<file path="src/hdl/dfr_pkg.sv">
// Shared types and constants for the length-prefixed message deframer.
package dfr_pkg;

	localparam int HDR_BYTES = 1 + 4 + 4;
	localparam int LEN_BYTES = 4;
	localparam int QUEUE_DEPTH_DEF = 2;

	typedef enum logic [1:0] {
		CFG_KEEPALIVE = 2'd0,
		CFG_FULLLOG   = 2'd1,
		CFG_WIRE      = 2'd2,
		CFG_UNUSED    = 2'd3
	} cfg_idx_t;

	typedef enum logic [3:0] {
		K_HEADER    = 4'd0,
		K_KEEPALIVE = 4'd1,
		K_FILELEN   = 4'd2,
		K_PIECELEN  = 4'd3,
		K_WIRELEN   = 4'd4,
		K_FILEBYTE  = 4'd5,
		K_PIECEBYTE = 4'd6,
		K_WIREBYTE  = 4'd7,
		K_BADTYPE   = 4'd8
	} kind_t;

	typedef enum logic [2:0] {
		PH_IDLE  = 3'd0,
		PH_LEN_A = 3'd1,
		PH_LEN_B = 3'd2,
		PH_PAY_A = 3'd3,
		PH_PAY_B = 3'd4
	} phase_t;

	typedef enum logic [1:0] {
		TY_NONE = 2'd0,
		TY_FULL = 2'd1,
		TY_WIRE = 2'd2
	} msg_type_t;

	// result of matching a byte against the type codes, keepalive first
	typedef enum logic [1:0] {
		CL_KEEPALIVE = 2'd0,
		CL_FULL      = 2'd1,
		CL_WIRE      = 2'd2,
		CL_BAD       = 2'd3
	} byte_class_t;

	typedef struct packed {
		logic [7:0]  data;
		byte_class_t cls;
	} q_entry_t;

	// queue push word from the front end: valid flag and classified byte
	typedef struct packed {
		logic     valid;
		q_entry_t entry;
	} q_push_t;

endpackage

</file>
<file path="src/hdl/dfr_if.sv">
// Stream and configuration channel interfaces of the deframer.
interface dfr_in_if;
	logic       valid;
	logic       ready;
	logic [7:0] data_byte;
	modport source (output valid, output data_byte, input ready);
	modport sink (input valid, input data_byte, output ready);
endinterface

interface dfr_out_if;
	logic        valid;
	logic        ready;
	logic [3:0]  event_kind;
	logic [7:0]  data_out;
	logic [31:0] length_value;
	logic        msg_end;
	modport source (output valid, output event_kind, output data_out, output length_value,
		output msg_end, input ready);
	modport sink (input valid, input event_kind, input data_out, input length_value,
		input msg_end, output ready);
endinterface

interface dfr_cfg_if;
	logic       valid;
	logic       ready;
	logic [1:0] index;
	logic [7:0] data;
	modport source (output valid, output index, output data, input ready);
	modport sink (input valid, input index, input data, output ready);
endinterface

</file>
<file path="src/hdl/dfr_front.sv">
// Front end: holds the type codes and classifies each incoming byte.
module dfr_front import dfr_pkg::*; (
	input  logic       clk,
	input  logic       arst_n,
	input  logic       cfg_valid,
	input  logic [1:0] cfg_index,
	input  logic [7:0] cfg_data,
	input  logic [7:0] data_byte,
	input  logic       byte_valid,
	output q_push_t    push
);

	logic [7:0]  keepalive_code_q;
	logic [7:0]  fulllog_code_q;
	logic [7:0]  wire_code_q;
	byte_class_t cls;

	always_ff @(posedge clk or negedge arst_n) begin
		if (!arst_n) begin
			keepalive_code_q <= 8'd0;
			fulllog_code_q   <= 8'd1;
			wire_code_q      <= 8'd2;
		end else if (cfg_valid) begin
			unique case (cfg_idx_t'(cfg_index))
				CFG_KEEPALIVE: keepalive_code_q <= cfg_data;
				CFG_FULLLOG:   fulllog_code_q   <= cfg_data;
				CFG_WIRE:      wire_code_q      <= cfg_data;
				CFG_UNUSED:    ;
			endcase
		end
	end

	always_comb begin
		priority if (data_byte == keepalive_code_q) begin
			cls = CL_KEEPALIVE;
		end else if (data_byte == fulllog_code_q) begin
			cls = CL_FULL;
		end else if (data_byte == wire_code_q) begin
			cls = CL_WIRE;
		end else begin
			cls = CL_BAD;
		end
	end

	assign push.valid      = byte_valid;
	assign push.entry.data = data_byte;
	assign push.entry.cls  = cls;

endmodule

</file>
<file path="src/hdl/dfr_queue.sv">
// Short flop-based queue of classified words between front and back.
module dfr_queue import dfr_pkg::*; #(
	parameter int DEPTH = QUEUE_DEPTH_DEF
) (
	input  logic     clk,
	input  logic     arst_n,
	input  q_push_t  push,
	output logic     full,
	output logic     not_empty,
	output q_entry_t head,
	input  logic     pop
);

	localparam int PW = $clog2(DEPTH);
	localparam int CW = $clog2(DEPTH + 1);

	q_entry_t        mem_q [DEPTH];
	logic [PW-1:0]   wr_ptr_q;
	logic [PW-1:0]   rd_ptr_q;
	logic [CW-1:0]   count_q;
	logic            do_push;
	logic            do_pop;

	assign full      = (count_q == CW'(DEPTH));
	assign not_empty = (count_q != '0);
	assign do_push   = push.valid && !full;
	assign do_pop    = pop && not_empty;
	assign head      = mem_q[rd_ptr_q];

	always_ff @(posedge clk) begin
		if (do_push) begin
			mem_q[wr_ptr_q] <= push.entry;
		end
	end

	always_ff @(posedge clk or negedge arst_n) begin
		if (!arst_n) begin
			wr_ptr_q <= '0;
			rd_ptr_q <= '0;
			count_q  <= '0;
		end else begin
			if (do_push) begin
				wr_ptr_q <= (wr_ptr_q == PW'(DEPTH - 1)) ? '0 : wr_ptr_q + 1'b1;
			end
			if (do_pop) begin
				rd_ptr_q <= (rd_ptr_q == PW'(DEPTH - 1)) ? '0 : rd_ptr_q + 1'b1;
			end
			if (do_push && !do_pop) begin
				count_q <= count_q + 1'b1;
			end else if (do_pop && !do_push) begin
				count_q <= count_q - 1'b1;
			end
		end
	end

endmodule

</file>
<file path="src/hdl/dfr_back.sv">
// Back end: message state machine and registered result word.
module dfr_back import dfr_pkg::*; (
	input  logic        clk,
	input  logic        arst_n,
	input  logic        q_not_empty,
	input  q_entry_t    q_head,
	output logic        q_pop,
	output logic        res_valid,
	input  logic        res_ready,
	output logic [3:0]  res_kind,
	output logic [7:0]  res_data,
	output logic [31:0] res_length,
	output logic        res_end
);

	phase_t      phase_q, phase_d;
	msg_type_t   type_q, type_d;
	logic [31:0] shift_q, shift_d;
	logic [1:0]  tok_q, tok_d;
	logic [31:0] first_q, first_d;
	logic [31:0] second_q, second_d;
	logic [31:0] pc_q, pc_d;

	logic        out_valid_q;
	kind_t       kind_q, kind_c;
	logic [7:0]  data_q, data_c;
	logic [31:0] len_q, len_c;
	logic        end_q, end_c;

	logic        step;
	logic        treat_idle;
	logic        tok_done;
	logic [31:0] shift_nx;
	logic [31:0] pc_inc;
	logic [7:0]  b;

	assign b          = q_head.data;
	assign step       = q_not_empty && (!out_valid_q || res_ready);
	assign q_pop      = step;
	assign treat_idle = (phase_q == PH_IDLE) || (phase_q > PH_PAY_B) ||
		!((type_q == TY_FULL) || (type_q == TY_WIRE));
	assign tok_done   = (tok_q == 2'(LEN_BYTES - 1));
	assign shift_nx   = {shift_q[23:0], b};
	assign pc_inc     = pc_q + 32'd1;

	// next state
	always_comb begin
		logic clr;
		clr      = 1'b0;
		phase_d  = phase_q;
		type_d   = type_q;
		shift_d  = shift_q;
		tok_d    = tok_q;
		first_d  = first_q;
		second_d = second_q;
		pc_d     = pc_q;
		if (treat_idle) begin
			clr = 1'b1;
		end else begin
			unique case (phase_q)
				PH_LEN_A: begin
					shift_d = shift_nx;
					tok_d   = tok_q + 2'd1;
					if (tok_done) begin
						first_d = shift_nx;
						shift_d = '0;
						if (type_q == TY_FULL) begin
							phase_d = PH_LEN_B;
						end else if (shift_nx == '0) begin
							clr = 1'b1;
						end else begin
							phase_d = PH_PAY_A;
							pc_d    = '0;
						end
					end
				end
				PH_LEN_B: begin
					shift_d = shift_nx;
					tok_d   = tok_q + 2'd1;
					if (tok_done) begin
						second_d = shift_nx;
						shift_d  = '0;
						pc_d     = '0;
						priority if (first_q != '0) begin
							phase_d = PH_PAY_A;
						end else if (shift_nx != '0) begin
							phase_d = PH_PAY_B;
						end else begin
							clr = 1'b1;
						end
					end
				end
				PH_PAY_A: begin
					pc_d = pc_inc;
					if (pc_inc >= first_q) begin
						if ((type_q == TY_FULL) && (second_q != '0)) begin
							phase_d = PH_PAY_B;
							pc_d    = '0;
						end else begin
							clr = 1'b1;
						end
					end
				end
				PH_PAY_B: begin
					pc_d = pc_inc;
					if (pc_inc >= second_q) begin
						clr = 1'b1;
					end
				end
				default: clr = 1'b1;
			endcase
		end
		if (clr) begin
			phase_d  = PH_IDLE;
			type_d   = TY_NONE;
			shift_d  = '0;
			tok_d    = '0;
			first_d  = '0;
			second_d = '0;
			pc_d     = '0;
		end
		// type byte opens a new message
		if (treat_idle) begin
			unique case (q_head.cls)
				CL_FULL: begin
					type_d  = TY_FULL;
					phase_d = PH_LEN_A;
				end
				CL_WIRE: begin
					type_d  = TY_WIRE;
					phase_d = PH_LEN_A;
				end
				CL_KEEPALIVE, CL_BAD: ;
			endcase
		end
	end

	// result word
	always_comb begin
		kind_c = K_HEADER;
		data_c = '0;
		len_c  = '0;
		end_c  = 1'b0;
		if (treat_idle) begin
			unique case (q_head.cls)
				CL_KEEPALIVE: begin
					kind_c = K_KEEPALIVE;
					end_c  = 1'b1;
				end
				CL_BAD:         kind_c = K_BADTYPE;
				CL_FULL, CL_WIRE: ;
			endcase
		end else begin
			unique case (phase_q)
				PH_LEN_A: begin
					if (tok_done) begin
						len_c = shift_nx;
						if (type_q == TY_FULL) begin
							kind_c = K_FILELEN;
						end else begin
							kind_c = K_WIRELEN;
							end_c  = (shift_nx == '0);
						end
					end
				end
				PH_LEN_B: begin
					if (tok_done) begin
						kind_c = K_PIECELEN;
						len_c  = shift_nx;
						end_c  = (first_q == '0) && (shift_nx == '0);
					end
				end
				PH_PAY_A: begin
					data_c = b;
					kind_c = (type_q == TY_FULL) ? K_FILEBYTE : K_WIREBYTE;
					end_c  = (pc_inc >= first_q) && !((type_q == TY_FULL) && (second_q != '0));
				end
				PH_PAY_B: begin
					data_c = b;
					kind_c = K_PIECEBYTE;
					end_c  = (pc_inc >= second_q);
				end
				default: ;
			endcase
		end
	end

	always_ff @(posedge clk or negedge arst_n) begin
		if (!arst_n) begin
			phase_q     <= PH_IDLE;
			type_q      <= TY_NONE;
			shift_q     <= '0;
			tok_q       <= '0;
			first_q     <= '0;
			second_q    <= '0;
			pc_q        <= '0;
			out_valid_q <= 1'b0;
		end else begin
			if (step) begin
				phase_q  <= phase_d;
				type_q   <= type_d;
				shift_q  <= shift_d;
				tok_q    <= tok_d;
				first_q  <= first_d;
				second_q <= second_d;
				pc_q     <= pc_d;
			end
			if (step) begin
				out_valid_q <= 1'b1;
			end else if (res_ready) begin
				out_valid_q <= 1'b0;
			end
		end
	end

	always_ff @(posedge clk) begin
		if (step) begin
			kind_q <= kind_c;
			data_q <= data_c;
			len_q  <= len_c;
			end_q  <= end_c;
		end
	end

	assign res_valid  = out_valid_q;
	assign res_kind   = 4'(kind_q);
	assign res_data   = data_q;
	assign res_length = len_q;
	assign res_end    = end_q;

endmodule

</file>
<file path="src/hdl/length_prefixed_message_deframer_core.sv">
// Each byte passes the queue, then the result register. Throughput: one byte
// per cycle while the queue is not full; the queue and output register let the
// input keep flowing while a result waits, up to QUEUE_DEPTH + 1 bytes in
// flight. Reset (arst_n low): idle awaiting a type byte, codes back to 0/1/2,
// queue and result register empty. Configuration writes are taken every cycle.
module length_prefixed_message_deframer_core import dfr_pkg::*; #(
	parameter int QUEUE_DEPTH = QUEUE_DEPTH_DEF
) (
	input  logic          clk,
	input  logic          arst_n,
	dfr_in_if.sink        rx,
	dfr_out_if.source     tx,
	dfr_cfg_if.sink       cfg
);

	q_push_t  push;
	q_entry_t head;
	logic     q_full;
	logic     q_not_empty;
	logic     q_pop;

	assign cfg.ready = 1'b1;
	assign rx.ready  = !q_full;

	dfr_front u_front (
		.clk        (clk),
		.arst_n     (arst_n),
		.cfg_valid  (cfg.valid),
		.cfg_index  (cfg.index),
		.cfg_data   (cfg.data),
		.data_byte  (rx.data_byte),
		.byte_valid (rx.valid),
		.push       (push)
	);

	dfr_queue #(
		.DEPTH (QUEUE_DEPTH)
	) u_queue (
		.clk       (clk),
		.arst_n    (arst_n),
		.push      (push),
		.full      (q_full),
		.not_empty (q_not_empty),
		.head      (head),
		.pop       (q_pop)
	);

	dfr_back u_back (
		.clk         (clk),
		.arst_n      (arst_n),
		.q_not_empty (q_not_empty),
		.q_head      (head),
		.q_pop       (q_pop),
		.res_valid   (tx.valid),
		.res_ready   (tx.ready),
		.res_kind    (tx.event_kind),
		.res_data    (tx.data_out),
		.res_length  (tx.length_value),
		.res_end     (tx.msg_end)
	);

endmodule

</file>
<file path="src/flat_wrapper.sv">
// flat-port wrapper written by rule: the top's interface ports become plain ports
module length_prefixed_message_deframer_core_flat import dfr_pkg::*;
#(
	parameter int QUEUE_DEPTH = QUEUE_DEPTH_DEF
)
  (clk, arst_n, rx_valid, rx_data_byte, rx_ready, tx_valid, tx_event_kind, tx_data_out, tx_length_value, tx_msg_end, tx_ready, cfg_valid, cfg_index, cfg_data, cfg_ready);
  dfr_in_if rx_i ();
  dfr_out_if tx_i ();
  dfr_cfg_if cfg_i ();
  input  logic clk;
  input  logic arst_n;
  input wire logic [$bits(rx_i.valid)-1:0] rx_valid;
  input wire logic [$bits(rx_i.data_byte)-1:0] rx_data_byte;
  output wire logic [$bits(rx_i.ready)-1:0] rx_ready;
  output wire logic [$bits(tx_i.valid)-1:0] tx_valid;
  output wire logic [$bits(tx_i.event_kind)-1:0] tx_event_kind;
  output wire logic [$bits(tx_i.data_out)-1:0] tx_data_out;
  output wire logic [$bits(tx_i.length_value)-1:0] tx_length_value;
  output wire logic [$bits(tx_i.msg_end)-1:0] tx_msg_end;
  input wire logic [$bits(tx_i.ready)-1:0] tx_ready;
  input wire logic [$bits(cfg_i.valid)-1:0] cfg_valid;
  input wire logic [$bits(cfg_i.index)-1:0] cfg_index;
  input wire logic [$bits(cfg_i.data)-1:0] cfg_data;
  output wire logic [$bits(cfg_i.ready)-1:0] cfg_ready;
  assign rx_i.valid = rx_valid;
  assign rx_i.data_byte = rx_data_byte;
  assign rx_ready = rx_i.ready;
  assign tx_valid = tx_i.valid;
  assign tx_event_kind = tx_i.event_kind;
  assign tx_data_out = tx_i.data_out;
  assign tx_length_value = tx_i.length_value;
  assign tx_msg_end = tx_i.msg_end;
  assign tx_i.ready = tx_ready;
  assign cfg_i.valid = cfg_valid;
  assign cfg_i.index = cfg_index;
  assign cfg_i.data = cfg_data;
  assign cfg_ready = cfg_i.ready;
  length_prefixed_message_deframer_core #(.QUEUE_DEPTH(QUEUE_DEPTH)) u_core (.clk(clk), .arst_n(arst_n), .rx(rx_i), .tx(tx_i), .cfg(cfg_i));
endmodule
</file>
<file path="config.mk">
export PLATFORM = sky130hd
export DESIGN_NAME = length_prefixed_message_deframer_core_flat
export DESIGN_NICKNAME = d
export VERILOG_FILES = /design/src/hdl/dfr_pkg.sv /design/src/hdl/dfr_if.sv /design/src/hdl/dfr_front.sv /design/src/hdl/dfr_queue.sv /design/src/hdl/dfr_back.sv /design/src/hdl/length_prefixed_message_deframer_core.sv /design/src/flat_wrapper.sv
export SDC_FILE = /design/constraint.sdc
export NUM_CORES = 1
export LEC_CHECK = 0
export ABC_CLOCK_PERIOD_IN_PS = 7900
export BUFFER_PORTS_ARGS = -buffer_cell sky130_fd_sc_hd__buf_2
export CORE_MARGIN = 2
export CORE_UTILIZATION = 49
export CTS_BUF_LIST = sky130_fd_sc_hd__clkbuf_8
export CTS_CLUSTER_SIZE = 12
export DETAILED_ROUTE_END_ITERATION = 12
export GPL_ROUTABILITY_DRIVEN = 0
export HOLD_SLACK_MARGIN = 0.02
export PLACE_DENSITY = 0.78
export SKIP_LAST_GASP = 1
export SYNTH_ARGS = -nofsm -noshare
export SYNTH_HDL_FRONTEND = slang
export SYNTH_SLANG_ARGS = --single-unit
</file>
<file path="constraint.sdc">
create_clock -name clk -period 7.9 [get_ports clk]
set_input_delay 1.185 -clock clk [delete_from_list [all_inputs] [get_ports clk]]
set_output_delay 1.185 -clock clk [all_outputs]
set_load 0.02 [all_outputs]
</file>
==> results.txt, run 1 <==
The run finished with clean final reports. Synthesis produced a netlist whose cell count is 980. Counting instances in the post-synthesis netlist gives the leading cell types as dfrtp_1 (154), inv_1 (78), ha_1 (73). The peak fanout along the critical path came out at 27. The number of warnings issued by yosys came out at 0. The wire length per cell came out at 19.54 um. The combined area of the multi-input logic cells came out at just under 5000 um2. The pre-antenna-repair detailed-routing pass consisted of 5 iterations.

The pre-CTS setup slack came out at 2.015 ns. The region available for standard cell placement spans 22570 um2. The number of global-route vias before repair is slightly above 8000. The total CTS buffers is 36. The worst endpoint required time came out at 8.35 ns. After routing the design area is 12510 um2. The kind of cell adding the most delay to the critical path is compound AO/OA/AOI/OAI gates.

Each instance of the synthesized netlist takes up on average around 11 um2. The power density over the cells came out at about 240 nW/um2. The largest stage delay on the critical path came out at 1.06 ns. Summed over all instances, the cell type with the most area after synthesis is dfrtp_1. The number of instances resized during post-cts repair came out at 0. The async set-reset flop share out of synthesis is between 70% and 80%.

The final critical delay including setup and external delays is roughly 6 ns. On the final layout, the worst clock skew is about 0.032 ns. After detailed routing, the number of remaining DRC violations is 0.

CTS placed an instance of clkbuf_8 at the clock tree root. The wire length of the first global-routing pass is between 40000 and 50000 um. The final critical-path share of the clock period came out at around 76%. The final design utilization came out at between 50 and 60%. The pin count of the biggest net entering global routing came out at 85. The count of maximum capacitance violations is 0. Among all stages on the critical path, the largest delay is contributed by o21ai_2. The post-route setup TNS is 0 ns.

In this run the tool buffered the top-level ports with slightly below 70 buffer cells. In this run the deepest clock path goes through 3 buffers. The layout net count is about 1200. The placement-stage cell area is ~12000 um2. The number of buffers added to fix hold violations after cts is 0. The residual overflow from global routing came out at 0.

The die span in x came out at roughly 160 um. The maximum vdd ir drop is between 0.2 and 0.3 mV. After synthesis the netlist holds a flip-flop and latch count of around 220.

After the first detailed-routing iteration, the DRC count stood at around 700. The number of setup violations in the final report is 0. The smallest hold slack is a little over 0.5 ns. The sequential element share of the synthesized area came out at between 50% and 60%. The max-slew violation count is 0. The worst-case setup margin in the final layout is about 1.9 ns.

The vertical die dimension came out at between 150 and 200 um. The CTS tree is yes. The number of enable flip-flop cells after synthesis is between 60 and 70. The setup fix buffers added after clock tree synthesis came out at 0. The wire length after detailed routing came out at ~27000 um. The area enclosed by the die boundary is 24130 um2. The repair_antennas step left the layout with diodes totalling 0.

The worst-skew pair later-pin latency is 0.54 ns. Ranked by total cell area, the synthesized netlist is headed by dfrtp_1 (34%), edfxtp_1 (17%), ha_1 (8.1%). The area of all sequential standard cells came out at between 5000 and 6000 um2.

The analysis attributes to cell leakage a power of 5.564 nW. The number of antenna violations at the first check in global routing came out at 0. The data arrival time of the worst path came out at about 6.4 ns. The class of the tightest hold or removal check is reg -> reg. The normalized max-slew margin is 18.87%. Among all flip-flop cells after synthesis, the most frequent one is dfrtp_1.

During I/O placement, the number of pins put on the boundary was 71. The number of antenna-violating nets in the routed design is 0. The effective utilization at floorplan came out at about half. CTS built an H-tree with a depth of 2.

The synthesized area came out at between 10000 and 15000 um2. The post-synth net total is ~1100. Setup repair after global routing left no endpoint under its margin. The total number of vias is slightly above 8000. The fill cell total of the finished layout came out at 1884.

The clock sink count is roughly 220. The share of final-layout standard cells stronger than drive strength 1 came out at ~16%. The hold violation count in the final report was 0.

The signal on the critical path passes through ha_1 > nand3_1 > or4_1 > nor3_2 > nand3_1 > xnor2_1 > ha_1 > a21oi_1 > nand2_1 > a221oi_1 > o211ai_1 > o211ai_1 > nand4_4 > o21ai_2 > buf_4 > a22o_1. The worst setup path is of the reg -> reg kind. The CTS clock-pin slew for the worst setup and hold paths came out at about 0.060 ns. The number of distinct library cell variants in the gate-level netlist after synthesis came out at 63.

STA classifies the critical path startpoint as a flop. The slew at the pin closest to its max-slew limit is ~1.2 ns. The maximum frequency from static timing analysis came out at roughly 170 MHz. The ratio of routed vias to standard cells is 6.000. The total routing usage reported by global routing came out at 22.39%. The site row count came out at 55.

The count of buffer and inverter cells on the critical path came out at 1. The area added between synthesis and finish is 11.44%. Once detailed placement completed, the half-perimeter wirelength came to 18900 um. In this run the biggest area consumer among cell types represents between 30 and 40% of the synthesized area. The endpoint kind of the worst setup timing path is a flop. Among all cell types in the netlist, the one instantiated most often is dfrtp_1.
worst register-to-register path, cell delays in order (launching register included):
cell,delay [ns]
dfrtp_1,0.46
ha_1,0.24
nand3_1,0.19
or4_1,0.71
nor3_2,0.52
nand3_1,0.24
xnor2_1,0.27
ha_1,0.30
a21oi_1,0.15
nand2_1,0.06
a221oi_1,0.28
o211ai_1,0.22
o211ai_1,0.38
nand4_4,0.38
o21ai_2,1.06
buf_4,0.30
a22o_1,0.14
area by class of cell:
cell class,instances,area share (%)
Tap cell,285,2.851
Timing Repair Buffer,76,3.231
Multi-Input combinational cell,643,39.25
Inverter,78,2.341
Clock inverter,22,0.8703
Clock buffer,42,4.622
Sequential cell,221,46.84
where the power goes:
part	internal [mW]	switching (mW)	total, mW
sequential	1.34	0.0722	1.41
clock	0.489	0.461	0.950
combinational	0.174	0.439	0.613
through the flow:
stage                     cells  total power [mW]
after global routing       1367             3.102
after floorplan             980             1.830
final                      1367             2.975
after CTS                  1367             2.998
after global placement     1303             2.026
after detailed placement   1303             2.046
final timing paths:
path                                    startpoint                               end  slack [ns]  cells after the start
max reg2reg                  u_core.u_back.pc_q[0]        u_core.u_back.second_q[27]        1.93                     16
min                        u_core.u_back.type_q[1]           u_core.u_back.type_q[1]        0.51                      1
min in group asynchronous                   arst_n         u_core.u_back.shift_q[13]        0.70                      1
min reg2reg                u_core.u_back.type_q[1]           u_core.u_back.type_q[1]        0.51                      1
max                          u_core.u_back.pc_q[0]        u_core.u_back.second_q[27]        1.93                     16
max in group asynchronous                   arst_n  u_core.u_front.fulllog_code_q[3]        5.75                      2
sequential cells by signal, summed over array words and instances, names as in the netlist:
name and flops:
u_core.u_back.first_q 32, u_core.u_front.fulllog_code_q 8, u_core.u_back.res_data 8, u_core.u_front.wire_code_q 8, u_core.u_back.res_kind 4, u_core.u_queue.mem_q 20
u_core.u_back.phase_q 3, u_core.u_back.res_length 32, u_core.u_back.type_q 2, u_core.u_back.pc_q 32, u_core.u_back.res_end 1, u_core.u_queue.rd_ptr_q 1
u_core.u_queue.count_q 2, u_core.u_front.keepalive_code_q 8, u_core.u_back.res_valid 1, u_core.u_back.second_q 32, u_core.u_back.shift_q 24, u_core.u_queue.wr_ptr_q 1
u_core.u_back.tok_q 2
kinds of logic (layout without fill, tap and decap cells):
| family | count (synthesis) | in the layout | synth area share, % |
|---|---|---|---|
| adders and majority gates | 73 | 73 | 8.138 |
| muxes | 36 | 36 | 3.489 |
| and+or+nand+nor | 255 | 255 | 12.23 |
| xor gates and xnor gates | 57 | 57 | 4.448 |
| DFF | 221 | 221 | 52.20 |
| AOI/OAI and AO/OA | 221 | 221 | 15.22 |
| buffers and inverters | 116 | 218 | 4.248 |
| other | 1 | 1 | 0.03341 |
metal layers:
metal	part of all wire [%]	up-vias	global-route usage (%)
li1	-	3786	-
met1	42	4031	30.16
met2	47	327	35.34
met3	7.4	58	4.568
met4	3.5	0	9.699
met5	0	-	0
cell usage in the layout, fill, tap and decap left out, types with 8 or more instances in the layout:
| cell type | count |
|---|---|
| ha_1 | 73 |
| a22o_1 | 68 |
| a31oi_1 | 8 |
| xor2_1 | 28 |
| nand3_1 | 28 |
| a21oi_1 | 31 |
| clkbuf_8 | 42 |
| o31ai_1 | 9 |
| inv_1 | 87 |
| o2bb2ai_1 | 24 |
| xnor2_1 | 29 |
| edfxtp_1 | 65 |
| mux2i_1 | 11 |
| nand4_1 | 16 |
| nor2_1 | 53 |
| and3_1 | 16 |
| mux2_2 | 25 |
| nor4_1 | 28 |
| o21ai_0 | 13 |
| nand2b_1 | 9 |
| a32o_1 | 20 |
| nand2_1 | 45 |
| dfrtp_1 | 154 |
| buf_2 | 68 |
| and2_1 | 26 |
No activity file was read; power rests on OpenSTA's default activity.
==> run 2, diff against run 1 <==
Settings changed: ABC_AREA set to 1, ABC_CLOCK_PERIOD_IN_PS 7900 to 5300, PLACE_DENSITY 0.78 to 0.8.
Clock period 7.9 ns to 5.3 ns, I/O delays scaled along.
==> run 2 against run 1 <==
Sequential share of layout area decreased by 4.9 points; area after synthesis increased by 13%; critical path depth increased by 4; first-iteration DRC count increased by 43%; register-to-register slack got worse by 1.2 ns; via count increased by 35%; clock power increased by 53%; wire length increased by 18%; sequential power increased by 52%; flip-flop and latch count unchanged; final cell count increased by 51%; highest routed layer unchanged.
==> results.txt, run 2 <==
The normalized max-slew margin came out at a little over a fifth. The worst register-to-register path begins at u_core.u_back.pc_q[0]. The wire length per cell is 15.33 um. The layout net count is around 1800. The worst-case setup margin in the final layout came out at between 0.7 and 0.8 ns. The master cell of the clock root buffer is clkbuf_8. The setup fix buffers added after clock tree synthesis is 0. For this design the static power due to leakage is between 7 and 8 nW. In this run the core area contains between 50 and 60 standard-cell rows.

The placeable core region is approximately 25000 um2. The final critical delay including setup and external delays came out at about 4.5 ns. The synthesized-area fraction occupied by xor and xnor cells came out at between 3 and 4%. The gate count after technology mapping came out at 1643.

Sorting the synthesized cells by area gives the leading types as dfrtp_1 (30%), edfxtp_1 (15%), nand2_1 (15%). The most used flip-flop cell after synthesis is dfrtp_1. Setup repair after global routing left no endpoint under its margin. The launching element type of the critical path is a flop. Leaving out fill and tap cells, the most frequent cells in the layout are nand2_1 (493), nor2_1 (227), inv_1 (207), dfrtp_1 (154), nand3_1 (153). From synthesis to final layout, the design area changed by 9.938%. The largest single stage delay on the critical path is ~0.71 ns.

The maximum frequency from static timing analysis came out at 220.3 MHz. The synthesized netlist devotes 4.206% of its cell area to compound gates. The clock sink count came out at between 200 and 250. A synthesized cell averages between 7 and 8 um2. Walking the worst path, the cells encountered are ha_1 > nand3_1 > nor2_1 > nand3_1 > nor4_1 > nand2_1 > xor2_1 > ha_1 > nand2_1 > nor2_1 > nand2_1 > nor4_1 > nand2_1 > nand3_1 > nand2_1 > nand3_2 > buf_4 > nor2_1 > nand2_1 > nand2_1.

The share of synthesized cell area in and, or, nand and nor gates is a little under a third. The sequential element share of the synthesized area came out at a little under half. The number of placed instances, taps included, is between 1500 and 2000. The total number of vias came out at around 11000.

The pre-CTS setup slack is around 0.85 ns. Of all flip-flops after synthesis, the portion carrying an async set or reset was between 70 and 80%. The max-slew violation count came out at 0. The CTS clock-pin slew for the worst setup and hold paths came out at around 0.07 ns. The post-route setup TNS is 0 ns. The critical path class is reg -> reg.

The area of all sequential standard cells came out at approximately 5900 um2. The detailed placement HPWL is about 22000 um. The largest total area in the synthesized netlist belongs to dfrtp_1.

The cell area after layout is approximately 14000 um2. The floorplan step defined a die boundary enclosing 27230 um2. The floorplan step set the die height to between 150 and 200 um. The count of maximum capacitance violations is 0. The synthesized area came out at 12700 um2. The number of antenna repair diodes came out at 0. The kind of cell adding the most delay to the critical path is simple AND/OR/NAND/NOR gates. The total routing usage reported by global routing came out at about a quarter. During I/O placement, the number of pins put on the boundary was 71. The adder-cell share of the synthesized area came out at roughly 7.2%. The number of DRC violations after detailed routing came out at 0.

The most common cell in the synthesized netlist is nand2_1. The final layout contains routed wiring with a total length of 31580 um. The effective utilization at floorplan is roughly 50%. After clock tree synthesis, the repair step resized 0 gates.

The number of buffers added to fix hold violations after cts came out at 0. The pin count of the biggest net entering global routing came out at 90. The total CTS buffers came out at 37. The worst endpoint required time is approximately 5.7 ns. The cell with the largest stage delay on the worst path is buf_4. The DRC marker count from the first detailed-route iteration came out at roughly 1000. The number of setup violations in the final report came out at 0. The final design utilization is between 50% and 60%. Measured against the total synthesized area, the mux share comes to 0%. The data arrival time of the worst path is just under 5 ns. In the final layout, the multi-input gates occupy roughly 5800 um2. By instance count, the cell type seen most on the critical path is nand2_1. The count of buffers added on input and output ports is roughly 70. The total of flip-flops plus latches after synthesis is 221.

The flow ran to the end, and the final reports show no timing, DRC or antenna violations. At the pin with the least slew margin, the transition time is about 1.2 ns. The library cell used most frequently in the layout, excluding fill and tap cells, is nand2_1. The maximum clock skew at final layout is 0.03364 ns.

The residual overflow from global routing is 0. The number of buffers and inverters on the critical path is 1. The post-layout instance count excluding filler cells came out at just over 2000. The final critical-path share of the clock period came out at approximately 86%. The maximum number of buffers from clock root to sink is 3. By area, the combinational part of the netlist is dominated by simple AND/OR/NAND/NOR gates. The number of distinct library cell variants in the gate-level netlist after synthesis is 40. The area share of the leading cell type in the synthesized netlist is between 30% and 40%.

Tracing the worst setup path back leads to its startpoint at u_core.u_back.pc_q[0]. The hold violation count in the final report is 0. The first global-routing pass estimated slightly above 50000 um of wire. The number of warnings issued by yosys is 0. The critical path crosses 20 cells after its start point.

The length of the first detailed-routing pass in iterations came out at 6. The ratio of routed vias to standard cells came out at 5.364. At the later pin of the worst-skew pair, clock insertion delay measures about 0.57 ns. The fill cell total of the finished layout came out at ~2200.

The H-tree generated during clock tree synthesis spans 2 levels. Once placement finished, the instance area stood at 13270 um2. Power spread over the standard cell area amounts to 349.2 nW/um2. Synthesis produced a netlist with a net count of between 1500 and 2000. The number of enable flip-flop cells after synthesis is 65.

TritonCTS built the clock tree. The maximum vdd ir drop came out at 0.3720 mV. The die span in x came out at approximately 170 um. Of all nets on the critical path, the largest fanout is between 80 and 90. Cells with a size suffix above 1 make up 8.960% of the layout. The number of antenna-violating nets in the routed design came out at 0. STA classifies the critical path endpoint as a flop. By count the netlist is led by nand2_1 (493), nor2_1 (228), inv_1 (196). The number of antenna violations at the first check in global routing came to 0.

The depth of the most critical reg-to-reg path came out at 20. The number of global-route vias before repair came out at approximately 11000. In this run the worst hold path is classified as in -> async.
run 2: layout make-up:
type	instances	share of cell area (%)
clock buffers	42	4.139
clock inverters	25	0.8690
inverters	200	5.375
multi-input cells	1161	41.46
flip-flops and latches	221	41.95
well taps	330	2.956
repair buffers	81	3.252
run 2: worst reg2reg max path, cell delays in order, from the launching register on:
cell     delay, ns
dfrtp_1       0.46
ha_1          0.22
nand3_1       0.13
nor2_1        0.22
nand3_1       0.24
nor4_1        0.47
nand2_1       0.15
xor2_1        0.21
ha_1          0.29
nand2_1       0.05
nor2_1        0.09
nand2_1       0.08
nor4_1        0.25
nand2_1       0.09
nand3_1       0.10
nand2_1       0.08
nand3_2       0.12
buf_4         0.71
nor2_1        0.30
nand2_1       0.12
nand2_1       0.05
run 2: path summary, 6_finish.rpt:
path / end / slack, ns
max in group asynchronous: u_core.u_back.shift_q[5] / 3.99
max: u_core.u_back.first_q[3] / 0.76
min in group clk: u_core.u_back.res_valid / 0.43
max reg2reg: u_core.u_back.first_q[3] / 0.76
min: u_core.u_back.first_q[1] / 0.21
min reg2reg: u_core.u_queue.count_q[0] / 0.48
run 2: logic make-up (layout without fill, tap and decap cells):
| logic type | after synthesis | count (layout) |
|---|---|---|
| AO/OA/AOI/OAI | 97 | 97 |
| AND/OR/NAND/NOR | 944 | 944 |
| adder cells (fa/ha/maj) | 73 | 73 |
| XOR/XNOR | 46 | 46 |
| flip-flops | 221 | 221 |
| buffers and inverters | 261 | 348 |
| other | 1 | 1 |
run 2: stage by stage:
stage	hold slack, ns	total power [mW]
after global routing	0.2371	5.099
after global placement	0.4579	3.437
after floorplan	0.4419	3.108
after detailed placement	0.4674	3.465
after CTS	0.2112	4.904
final	0.2131	4.877
run 2: per-layer routing:
metal  vias up  wire length [um]  GRT usage (%)
met5         -                 0              0
met4         0              1654          11.98
met3       118              2332          4.219
met2       465             14780          38.84
met1      5142             12810          30.69
li1       5324                 -              -
run 2: power breakdown:
part | switching [mW] | internal [mW]
sequential | 0.105 | 2.03
combinational | 0.989 | 0.307
clock | 0.712 | 0.733
total | 1.81 | 3.07
